===== src/sv/psf_pkg.sv =====
package psf_pkg;

   // Default sizing
   localparam int MAX_PRIMES_DEF = 64;
   localparam int VALUE_BITS_DEF = 16;

   // Fixed width of the value and prime_value fields on the ports
   localparam int FIELD_BITS = 16;

   // Address width for a store of the given depth (at least one bit)
   function automatic int addr_bits(input int depth);
      return (depth > 1) ? $clog2(depth) : 1;
   endfunction

   // Controller to datapath commands
   typedef struct packed {
      logic load_item;    // capture the accepted item, rewind the table index
      logic start_read;   // read the table entry at the current index
      logic load_div;     // take the read prime as divisor, start the remainder
      logic div_step;     // one restoring remainder step
      logic next_index;   // advance to the next stored prime
      logic emit;         // write the result register, store the prime if room
      logic clear_count;  // end of item: clear the table if it was marked last
   } cmd_type;

   // Datapath to controller status
   typedef struct packed {
      logic below_two;    // value is zero or one
      logic count_zero;   // table is empty
      logic div_done;     // final remainder step in progress
      logic rem_zero;     // remainder is zero: value divisible
      logic index_last;   // current index is the last stored prime
      logic out_free;     // result register can take a new item this cycle
   } status_type;

endpackage


===== src/sv/psf_ram.sv =====
module psf_ram
   import psf_pkg::*;
#(
   parameter int WIDTH = VALUE_BITS_DEF,
   parameter int DEPTH = MAX_PRIMES_DEF
) (
   input  logic                        clock,
   input  logic                        wr_en,
   input  logic [addr_bits(DEPTH)-1:0] wr_addr,
   input  logic [WIDTH-1:0]            wr_data,
   input  logic                        rd_en,
   input  logic [addr_bits(DEPTH)-1:0] rd_addr,
   output logic [WIDTH-1:0]            rd_data
);

   logic [WIDTH-1:0] mem_ff [DEPTH];
   logic [WIDTH-1:0] rd_data_ff;

   always_ff @(posedge clock) begin
      if (wr_en) begin
         mem_ff[wr_addr] <= wr_data;
      end
      if (rd_en) begin
         rd_data_ff <= mem_ff[rd_addr];
      end
   end

   assign rd_data = rd_data_ff;

endmodule


===== src/sv/psf_datapath.sv =====
module psf_datapath
   import psf_pkg::*;
#(
   parameter int MAX_PRIMES = MAX_PRIMES_DEF,
   parameter int VALUE_BITS = VALUE_BITS_DEF
) (
   input  logic                  clock,
   input  logic                  reset,
   input  logic [FIELD_BITS-1:0] req_value,
   input  logic                  req_last,
   input  cmd_type               cmd,
   output status_type            stat,
   input  logic                  rsp_stall,
   output logic                  rsp_valid,
   output logic [FIELD_BITS-1:0] rsp_prime_value,
   output logic                  rsp_table_full
);

   localparam int W  = VALUE_BITS;
   localparam int AW = addr_bits(MAX_PRIMES);
   localparam int CW = $clog2(MAX_PRIMES + 1);
   localparam int SW = $clog2(W);

   logic [W-1:0]            value_ff;
   logic                    last_ff;
   logic [CW-1:0]           count_ff, count_in;
   logic [AW-1:0]           index_ff;
   logic [W-1:0]            divisor_ff;
   logic [W-1:0]            shreg_ff;
   logic [W-1:0]            rem_ff, rem_in;
   logic [SW-1:0]           step_ff;
   logic                    rsp_valid_ff, rsp_valid_in;
   logic [FIELD_BITS-1:0]   prime_value_ff;
   logic                    table_full_ff;

   logic [31:0]             value_ext;
   logic [31:0]             prime_ext;
   logic [W:0]              trial;
   logic                    count_full;
   logic                    ram_wr_en;
   logic [W-1:0]            ram_rd_data;

   // low VALUE_BITS of the value field, zero extended if wider
   assign value_ext  = {16'd0, req_value};
   assign prime_ext  = 32'(value_ff);
   assign count_full = (count_ff == CW'(MAX_PRIMES));
   assign ram_wr_en  = cmd.emit && !count_full;

   // restoring remainder: shift in one value bit, subtract if it fits
   assign trial = {rem_ff, shreg_ff[W-1]};
   always_comb begin
      if (trial >= {1'b0, divisor_ff}) begin
         rem_in = W'(trial - {1'b0, divisor_ff});
      end else begin
         rem_in = trial[W-1:0];
      end
   end

   always_comb begin
      count_in = count_ff;
      if (ram_wr_en) begin
         count_in = count_ff + CW'(1);
      end else if (cmd.clear_count && last_ff) begin
         count_in = '0;
      end
   end

   always_comb begin
      rsp_valid_in = rsp_valid_ff;
      if (cmd.emit) begin
         rsp_valid_in = 1'b1;
      end else if (rsp_valid_ff && !rsp_stall) begin
         rsp_valid_in = 1'b0;
      end
   end

   always_ff @(posedge clock) begin
      if (reset) begin
         count_ff     <= '0;
         rsp_valid_ff <= 1'b0;
      end else begin
         count_ff     <= count_in;
         rsp_valid_ff <= rsp_valid_in;
      end
   end

   always_ff @(posedge clock) begin
      if (cmd.load_item) begin
         value_ff <= value_ext[W-1:0];
         last_ff  <= req_last;
      end
      if (cmd.load_item) begin
         index_ff <= '0;
      end else if (cmd.next_index) begin
         index_ff <= index_ff + AW'(1);
      end
      if (cmd.load_div) begin
         divisor_ff <= ram_rd_data;
         shreg_ff   <= value_ff;
         rem_ff     <= '0;
         step_ff    <= '0;
      end else if (cmd.div_step) begin
         shreg_ff <= {shreg_ff[W-2:0], 1'b0};
         rem_ff   <= rem_in;
         step_ff  <= step_ff + SW'(1);
      end
      if (cmd.emit) begin
         prime_value_ff <= prime_ext[FIELD_BITS-1:0];
         table_full_ff  <= count_full;
      end
   end

   psf_ram #(
      .WIDTH (W),
      .DEPTH (MAX_PRIMES)
   ) u_table (
      .clock   (clock),
      .wr_en   (ram_wr_en),
      .wr_addr (count_ff[AW-1:0]),
      .wr_data (value_ff),
      .rd_en   (cmd.start_read),
      .rd_addr (index_ff),
      .rd_data (ram_rd_data)
   );

   assign stat.below_two  = (value_ff[W-1:1] == '0);
   assign stat.count_zero = (count_ff == '0);
   assign stat.div_done   = (step_ff == SW'(W - 1));
   assign stat.rem_zero   = (rem_ff == '0);
   assign stat.index_last = ((CW'(index_ff) + CW'(1)) == count_ff);
   assign stat.out_free   = !rsp_valid_ff || !rsp_stall;

   assign rsp_valid       = rsp_valid_ff;
   assign rsp_prime_value = prime_value_ff;
   assign rsp_table_full  = table_full_ff;

`ifndef SYNTHESIS
   a_count_bound: assert property (@(posedge clock) disable iff (reset)
      count_ff <= CW'(MAX_PRIMES))
      else $error("prime count above table depth");

   a_emit_free: assert property (@(posedge clock) disable iff (reset)
      cmd.emit |-> (!rsp_valid_ff || !rsp_stall))
      else $error("result overwritten while stalled");

   a_emit_valid: assert property (@(posedge clock) disable iff (reset)
      cmd.emit |=> (rsp_valid_ff && prime_value_ff == $past(prime_ext[FIELD_BITS-1:0])))
      else $error("emitted item not presented");

   a_store_prime: assert property (@(posedge clock) disable iff (reset)
      ram_wr_en |-> (value_ff[W-1:1] != '0))
      else $error("zero or one stored as prime");
`endif

endmodule


===== src/sv/psf_ctrl.sv =====
module psf_ctrl
   import psf_pkg::*;
(
   input  logic       clock,
   input  logic       reset,
   input  logic       req_valid,
   output logic       req_stall,
   input  status_type stat,
   output cmd_type    cmd
);

   typedef enum logic [2:0] {
      ST_IDLE,
      ST_CLASSIFY,
      ST_READ,
      ST_LOAD,
      ST_DIV,
      ST_CHECK,
      ST_PRIME,
      ST_DONE
   } state_type;

   state_type state_ff, state_in;
   logic      stall_ff;

   always_comb begin
      state_in = state_ff;
      cmd      = '0;
      case (state_ff)
         ST_IDLE: begin
            if (req_valid && !stall_ff) begin
               cmd.load_item = 1'b1;
               state_in      = ST_CLASSIFY;
            end
         end
         ST_CLASSIFY: begin
            if (stat.below_two) begin
               state_in = ST_DONE;
            end else if (stat.count_zero) begin
               state_in = ST_PRIME;
            end else begin
               cmd.start_read = 1'b1;
               state_in       = ST_LOAD;
            end
         end
         ST_READ: begin
            cmd.start_read = 1'b1;
            state_in       = ST_LOAD;
         end
         ST_LOAD: begin
            cmd.load_div = 1'b1;
            state_in     = ST_DIV;
         end
         ST_DIV: begin
            cmd.div_step = 1'b1;
            if (stat.div_done) begin
               state_in = ST_CHECK;
            end
         end
         ST_CHECK: begin
            if (stat.rem_zero) begin
               state_in = ST_DONE;
            end else if (stat.index_last) begin
               state_in = ST_PRIME;
            end else begin
               cmd.next_index = 1'b1;
               state_in       = ST_READ;
            end
         end
         ST_PRIME: begin
            if (stat.out_free) begin
               cmd.emit = 1'b1;
               state_in = ST_DONE;
            end
         end
         ST_DONE: begin
            cmd.clear_count = 1'b1;
            state_in        = ST_IDLE;
         end
         default: begin
            state_in = ST_IDLE;
         end
      endcase
   end

   always_ff @(posedge clock) begin
      if (reset) begin
         state_ff <= ST_IDLE;
         stall_ff <= 1'b1;
      end else begin
         state_ff <= state_in;
         stall_ff <= (state_in != ST_IDLE);
      end
   end

   assign req_stall = stall_ff;

`ifndef SYNTHESIS
   a_accept_idle: assert property (@(posedge clock) disable iff (reset)
      (req_valid && !req_stall) |-> (state_ff == ST_IDLE))
      else $error("item accepted while busy");

   a_accept_busy: assert property (@(posedge clock) disable iff (reset)
      (req_valid && !req_stall) |=> req_stall)
      else $error("not busy after accept");

   a_emit_room: assert property (@(posedge clock) disable iff (reset)
      cmd.emit |-> stat.out_free)
      else $error("emit without room in result register");
`endif

endmodule


===== src/sv/prime_sieve_filter_unit.sv =====
// Prime sieve filter. Integers arrive on the req_ channel, normally ascending
// from 2; each one is tested against the primes stored so far. An item that
// no stored prime divides comes out on the rsp_ channel and is appended to
// the table; items that are divisible, and the values zero and one, give no
// result. Once the table holds MAX_PRIMES entries a new prime is still sent,
// with rsp_table_full set, but is not stored. An item with req_last set ends
// the stream: the table is emptied after that item is handled. Only the low
// VALUE_BITS bits of req_value are used. One item is in work at a time. An
// item's time grows with the number of stored primes tested before one
// divides it (all of them for a prime), and is set by the serial remainder
// unit, which takes one value bit per cycle, and by the single read port of
// the prime table. A finished result waits in an output register, so the
// next item is taken while the result is stalled; a prime that finds that
// register still full waits for it.
module prime_sieve_filter_unit
   import psf_pkg::*;
#(
   parameter int MAX_PRIMES = MAX_PRIMES_DEF,
   parameter int VALUE_BITS = VALUE_BITS_DEF
) (
   input  logic                  clock,
   input  logic                  reset,
   // input items
   input  logic                  req_valid,
   output logic                  req_stall,
   input  logic [FIELD_BITS-1:0] req_value,
   input  logic                  req_last,
   // result items
   output logic                  rsp_valid,
   input  logic                  rsp_stall,
   output logic [FIELD_BITS-1:0] rsp_prime_value,
   output logic                  rsp_table_full
);

   cmd_type    cmd;
   status_type stat;

   // sequencer: walks the table, runs the remainder steps, emits
   psf_ctrl u_ctrl (
      .clock     (clock),
      .reset     (reset),
      .req_valid (req_valid),
      .req_stall (req_stall),
      .stat      (stat),
      .cmd       (cmd)
   );

   // item registers, remainder unit, prime table, result register
   psf_datapath #(
      .MAX_PRIMES (MAX_PRIMES),
      .VALUE_BITS (VALUE_BITS)
   ) u_datapath (
      .clock           (clock),
      .reset           (reset),
      .req_value       (req_value),
      .req_last        (req_last),
      .cmd             (cmd),
      .stat            (stat),
      .rsp_stall       (rsp_stall),
      .rsp_valid       (rsp_valid),
      .rsp_prime_value (rsp_prime_value),
      .rsp_table_full  (rsp_table_full)
   );

endmodule


===== config.mk =====
export PLATFORM = sky130hd
export DESIGN_NAME = prime_sieve_filter_unit
export DESIGN_NICKNAME = d
export VERILOG_FILES = /design/src/sv/psf_pkg.sv /design/src/sv/psf_ram.sv /design/src/sv/psf_datapath.sv /design/src/sv/psf_ctrl.sv /design/src/sv/prime_sieve_filter_unit.sv
export SDC_FILE = /design/constraint.sdc
export NUM_CORES = 1
export LEC_CHECK = 0
export BUFFER_PORTS_ARGS = -buffer_cell sky130_fd_sc_hd__buf_2
export CORE_MARGIN = 8
export CORE_UTILIZATION = 50
export CTS_BUF_LIST = sky130_fd_sc_hd__clkbuf_4 sky130_fd_sc_hd__clkbuf_8 sky130_fd_sc_hd__clkbuf_16
export CTS_CLUSTER_DIAMETER = 60
export DETAILED_ROUTE_END_ITERATION = 8
export GPL_TIMING_DRIVEN = 1
export HOLD_SLACK_MARGIN = 0.15
export PLACE_DENSITY_LB_ADDON = 0.08
export SETUP_SLACK_MARGIN = 0.05
export SKIP_CTS_REPAIR_TIMING = 1
export SYNTH_ARGS = -nofsm -noshare
export SYNTH_HDL_FRONTEND = slang
export SYNTH_SLANG_ARGS = --single-unit

===== constraint.sdc =====
create_clock -name clock -period 3.7 [get_ports clock]
set_input_delay 0.74 -clock clock [delete_from_list [all_inputs] [get_ports clock]]
set_output_delay 0.74 -clock clock [all_outputs]
set_load 0.005 [all_outputs]

==> impl_metrics.env <==
export IMPL_syn_inst=2104
export IMPL_drive_gt1_share_pct=29.11
export IMPL_cp_start_kind="register"
export IMPL_timing_final_crit_share_pct=92.74
export IMPL_max_cap_violations=0
export IMPL_synth_largest_area_cell="edfxtp_1"
export IMPL_dp_cells=3344
export IMPL_vias_per_cell=6.123
export IMPL_fin_area_sq_um=51060
export IMPL_power_density_nw_per_um2=683.0
export IMPL_antenna_found_initial=1
export IMPL_reg2reg_from="u_datapath.index_ff[0]"
export IMPL_cp_num_buf_inv=1
export IMPL_die_height_um=315.1
export IMPL_clkLatencyLatePin_ps=680
export IMPL_worst_r2r_endpoint="u_datapath.u_table.rd_data[14]"
export IMPL_syn_num_nets=2150
export IMPL_report_final_slew_viol_count=0
export IMPL_synth_top_area_share_pct=74.27
export IMPL_synth_seq_cells=1144
export IMPL_fin_crit_ps=3432
export IMPL_grt_max_degree=120
export IMPL_slowest_delay_ps=710
export IMPL_ys_async_sr_fraction_pct=0
export IMPL_skew_ps=20.30
export IMPL_numPortBuffers=39
export IMPL_holdPathEnd="u_datapath.value_ff[1]"
export IMPL_rsz0062_at_grt="false"
export IMPL_required_ps=4070
export IMPL_dieArea_sq_um=99270
export IMPL_crit_arrival_ps=3810
export IMPL_status="complete, no violations"
export IMPL_avgSynthCellArea_sq_um=21.25
export IMPL_grt_pass1_wl_um=157800
export IMPL_instances_no_fill=3567
export IMPL_h_tree_depth=3
export IMPL_hold_violations=0
export IMPL_clkTransAtPathRegs_ps=60
export IMPL_cp_cell_sequence="buf_6 > mux4_2 > mux4_2 > a22oi_1 > o21ai_0"
export IMPL_synth_ff_type="edfxtp_1"
export IMPL_drc=0
export IMPL_yosysWarnings=0
export IMPL_pin_count=40
export IMPL_placed_cell_area_sq_um=47040
export IMPL_dieWidth_um=315.1
export IMPL_rrSetupSlack_ps=270
export IMPL_cp_slowest_cell="dfxtp_4"
export IMPL_ys_seq_area_share_pct=75.97
export IMPL_grtUsageTotal_pct=21.89
export IMPL_place_gp_congestion=0.8513
export IMPL_start_util_pct=50.53
export IMPL_clock_sinks=1144
export IMPL_total_power_mw=34.87
export IMPL_wirelength_um=107900
export IMPL_wl_per_cell_um=30.24
export IMPL_relSlewSlack_pct=17.25
export IMPL_grt_pass1_vias=22400
export IMPL_netlist_area_sq_um=44720
export IMPL_leakage_nw=16.19
export IMPL_rows=109
export IMPL_place_hpwl_um=62430
export IMPL_worst_ir_drop_vdd_v=0.0004679
export IMPL_clock_path_buffers=3
export IMPL_fin_hold_ws_ps=231.7
export IMPL_endpoint_kind="register"
export IMPL_netlist_top_cells_area="edfxtp_1 74%, mux4_2 15%, dfxtp_1 1.7%, mux2i_1 0.92%, nor2_1 0.81%"
export IMPL_finalNetCount=2346
export IMPL_tightest_slew_ps=1237
export IMPL_ant_nets=0
export IMPL_hp_class="in2reg"
export IMPL_area_delta_synth_final_pct=14.18
export IMPL_hold_depth=1
export IMPL_cts_buffers=119
export IMPL_synth_edf_count=1106
export IMPL_yosys_cell_types_count=55
export IMPL_synth_common_cells="1106 x edfxtp_1, 305 x mux4_2, 96 x nor2_1, 89 x nand2_1, 52 x clkbuf_1"
export IMPL_r2r_worst_path_cells=5
export IMPL_drtIter0Drc=2622
export IMPL_finalSetupTns_ps=0
export IMPL_hp_start="req_value[1]"
export IMPL_cts_tree="built"
export IMPL_path_class="reg2reg"
export IMPL_clockRootBuffer="clkbuf_16"
export IMPL_crit_top_cell="mux4_2"
export IMPL_cp_top_family="multiplexers"
export IMPL_dr_pass1_iters=6
export IMPL_vias=21840
export IMPL_overflow=0
export IMPL_crit_path_max_fanout=25
export IMPL_max_freq_mhz=291.4
export IMPL_core_area_sq_um=88510
export IMPL_setup_violations=0
export IMPL_yosys_cell_count_top_type="edfxtp_1"
-- how the worst max path moves through the flow --
stage | from | endpoint | slack (ps) | cells after the start
4_1_cts | u_datapath.index_ff[0] | u_datapath.u_table.rd_data[14] | 60 | 5
5_1_grt | u_datapath.index_ff[0] | u_datapath.u_table.rd_data[14] | 180 | 5
6_report | u_datapath.index_ff[0] | u_datapath.u_table.rd_data[14] | 270 | 5
2_1_floorplan | rsp_stall | u_datapath.u_table.mem_ff[58][0] | 400 | 7
3_5_place_dp | u_datapath.index_ff[0] | u_datapath.u_table.rd_data[14] | 110 | 5
3_3_place_gp | u_datapath.index_ff[0] | u_datapath.u_table.rd_data[14] | 60 | 5
-- cells by family (layout without fill, tap and decap cells) --
logic type | Yosys count | count (layout) | share of synthesized area (%)
DFF | 1144 | 1144 | 75.97
muxes | 346 | 346 | 16.28
and+or+nand+nor | 275 | 275 | 2.817
AOI/OAI and AO/OA | 145 | 145 | 2.244
buffers and inverters | 145 | 442 | 1.508
adders and majority gates | 25 | 25 | 0.7163
xor gates and xnor gates | 24 | 24 | 0.4700
other | 0 | 1 | 0
-- worst reg2reg max path: cells and delay by family, from the launching register on --
kind | cells | cell delay [ps]
mux | 2 | 1140
compound gates | 2 | 860
flops | 1 | 710
buf+inv | 1 | 430
-- sequential cells by signal (all words and copies together) (netlist names), 4 cells and up --
name and cells:
u_datapath.step_ff 4, u_datapath.u_table.mem_ff 1024, u_datapath.rem_ff 16, u_datapath.rsp_prime_value 16, u_datapath.index_ff 6, u_datapath.value_ff 16, u_datapath.count_ff 7, u_datapath.u_table.rd_data 16
u_datapath.divisor_ff 16, u_datapath.shreg_ff 16
-- layout by cell type (no fill, tap or decap), types with 6 or more instances in the layout --
master,n
nand2_1,89
dfxtp_1,34
nor2_1,96
a21oi_1,29
a31oi_1,6
nor4_1,10
buf_2,39
inv_1,35
nand2b_1,11
mux2i_1,41
buf_4,137
a221o_1,12
clkbuf_16,122
clkinv_1,23
and2_1,7
o21a_1,13
bufinv_16,13
clkbuf_4,22
clkinv_4,6
nand4_1,9
clkinv_2,21
ha_1,24
edfxtp_1,1106
a221oi_1,15
nand3_1,19
a21o_1,6
xnor2_1,10
mux4_2,305
buf_12,8
xor2_1,14
o21ai_0,32
-- per-layer routing --
layer  GRT usage [%]  part of all wire, %
met5               0                    0
met3           3.581                  6.7
met4           5.427                  2.0
met1           31.86                   43
met2           34.91                   48
-- report_power, final --
group	internal (mW)	switching [mW]
Combinational	3.61	4.21
Sequential	14.7	0.295
Clock	7.19	4.85
-- area by class of cell --
| type | count | area, sq um |
|---|---|---|
| well taps | 1165 | 1458 |
| fillers | 6456 | 37450 |
| diodes | 1 | 2.502 |
| inverters | 35 | 131.4 |
| repair buffers | 185 | 1395 |
| multi-input cells | 815 | 10070 |
| clock buffers | 149 | 3287 |
| clock inverters | 73 | 730.7 |
| flip-flops and latches | 1144 | 33990 |
-- metrics by stage --
stage          setup WS [ps]  util, %
2_1_floorplan          398.5        -
3_3_place_gp           56.65    53.14
3_5_place_dp           107.1    53.14
4_1_cts                57.38    57.68
5_1_grt                178.3    57.69
6_report               268.5    57.69
No activity file was read; power rests on OpenSTA's default activity.
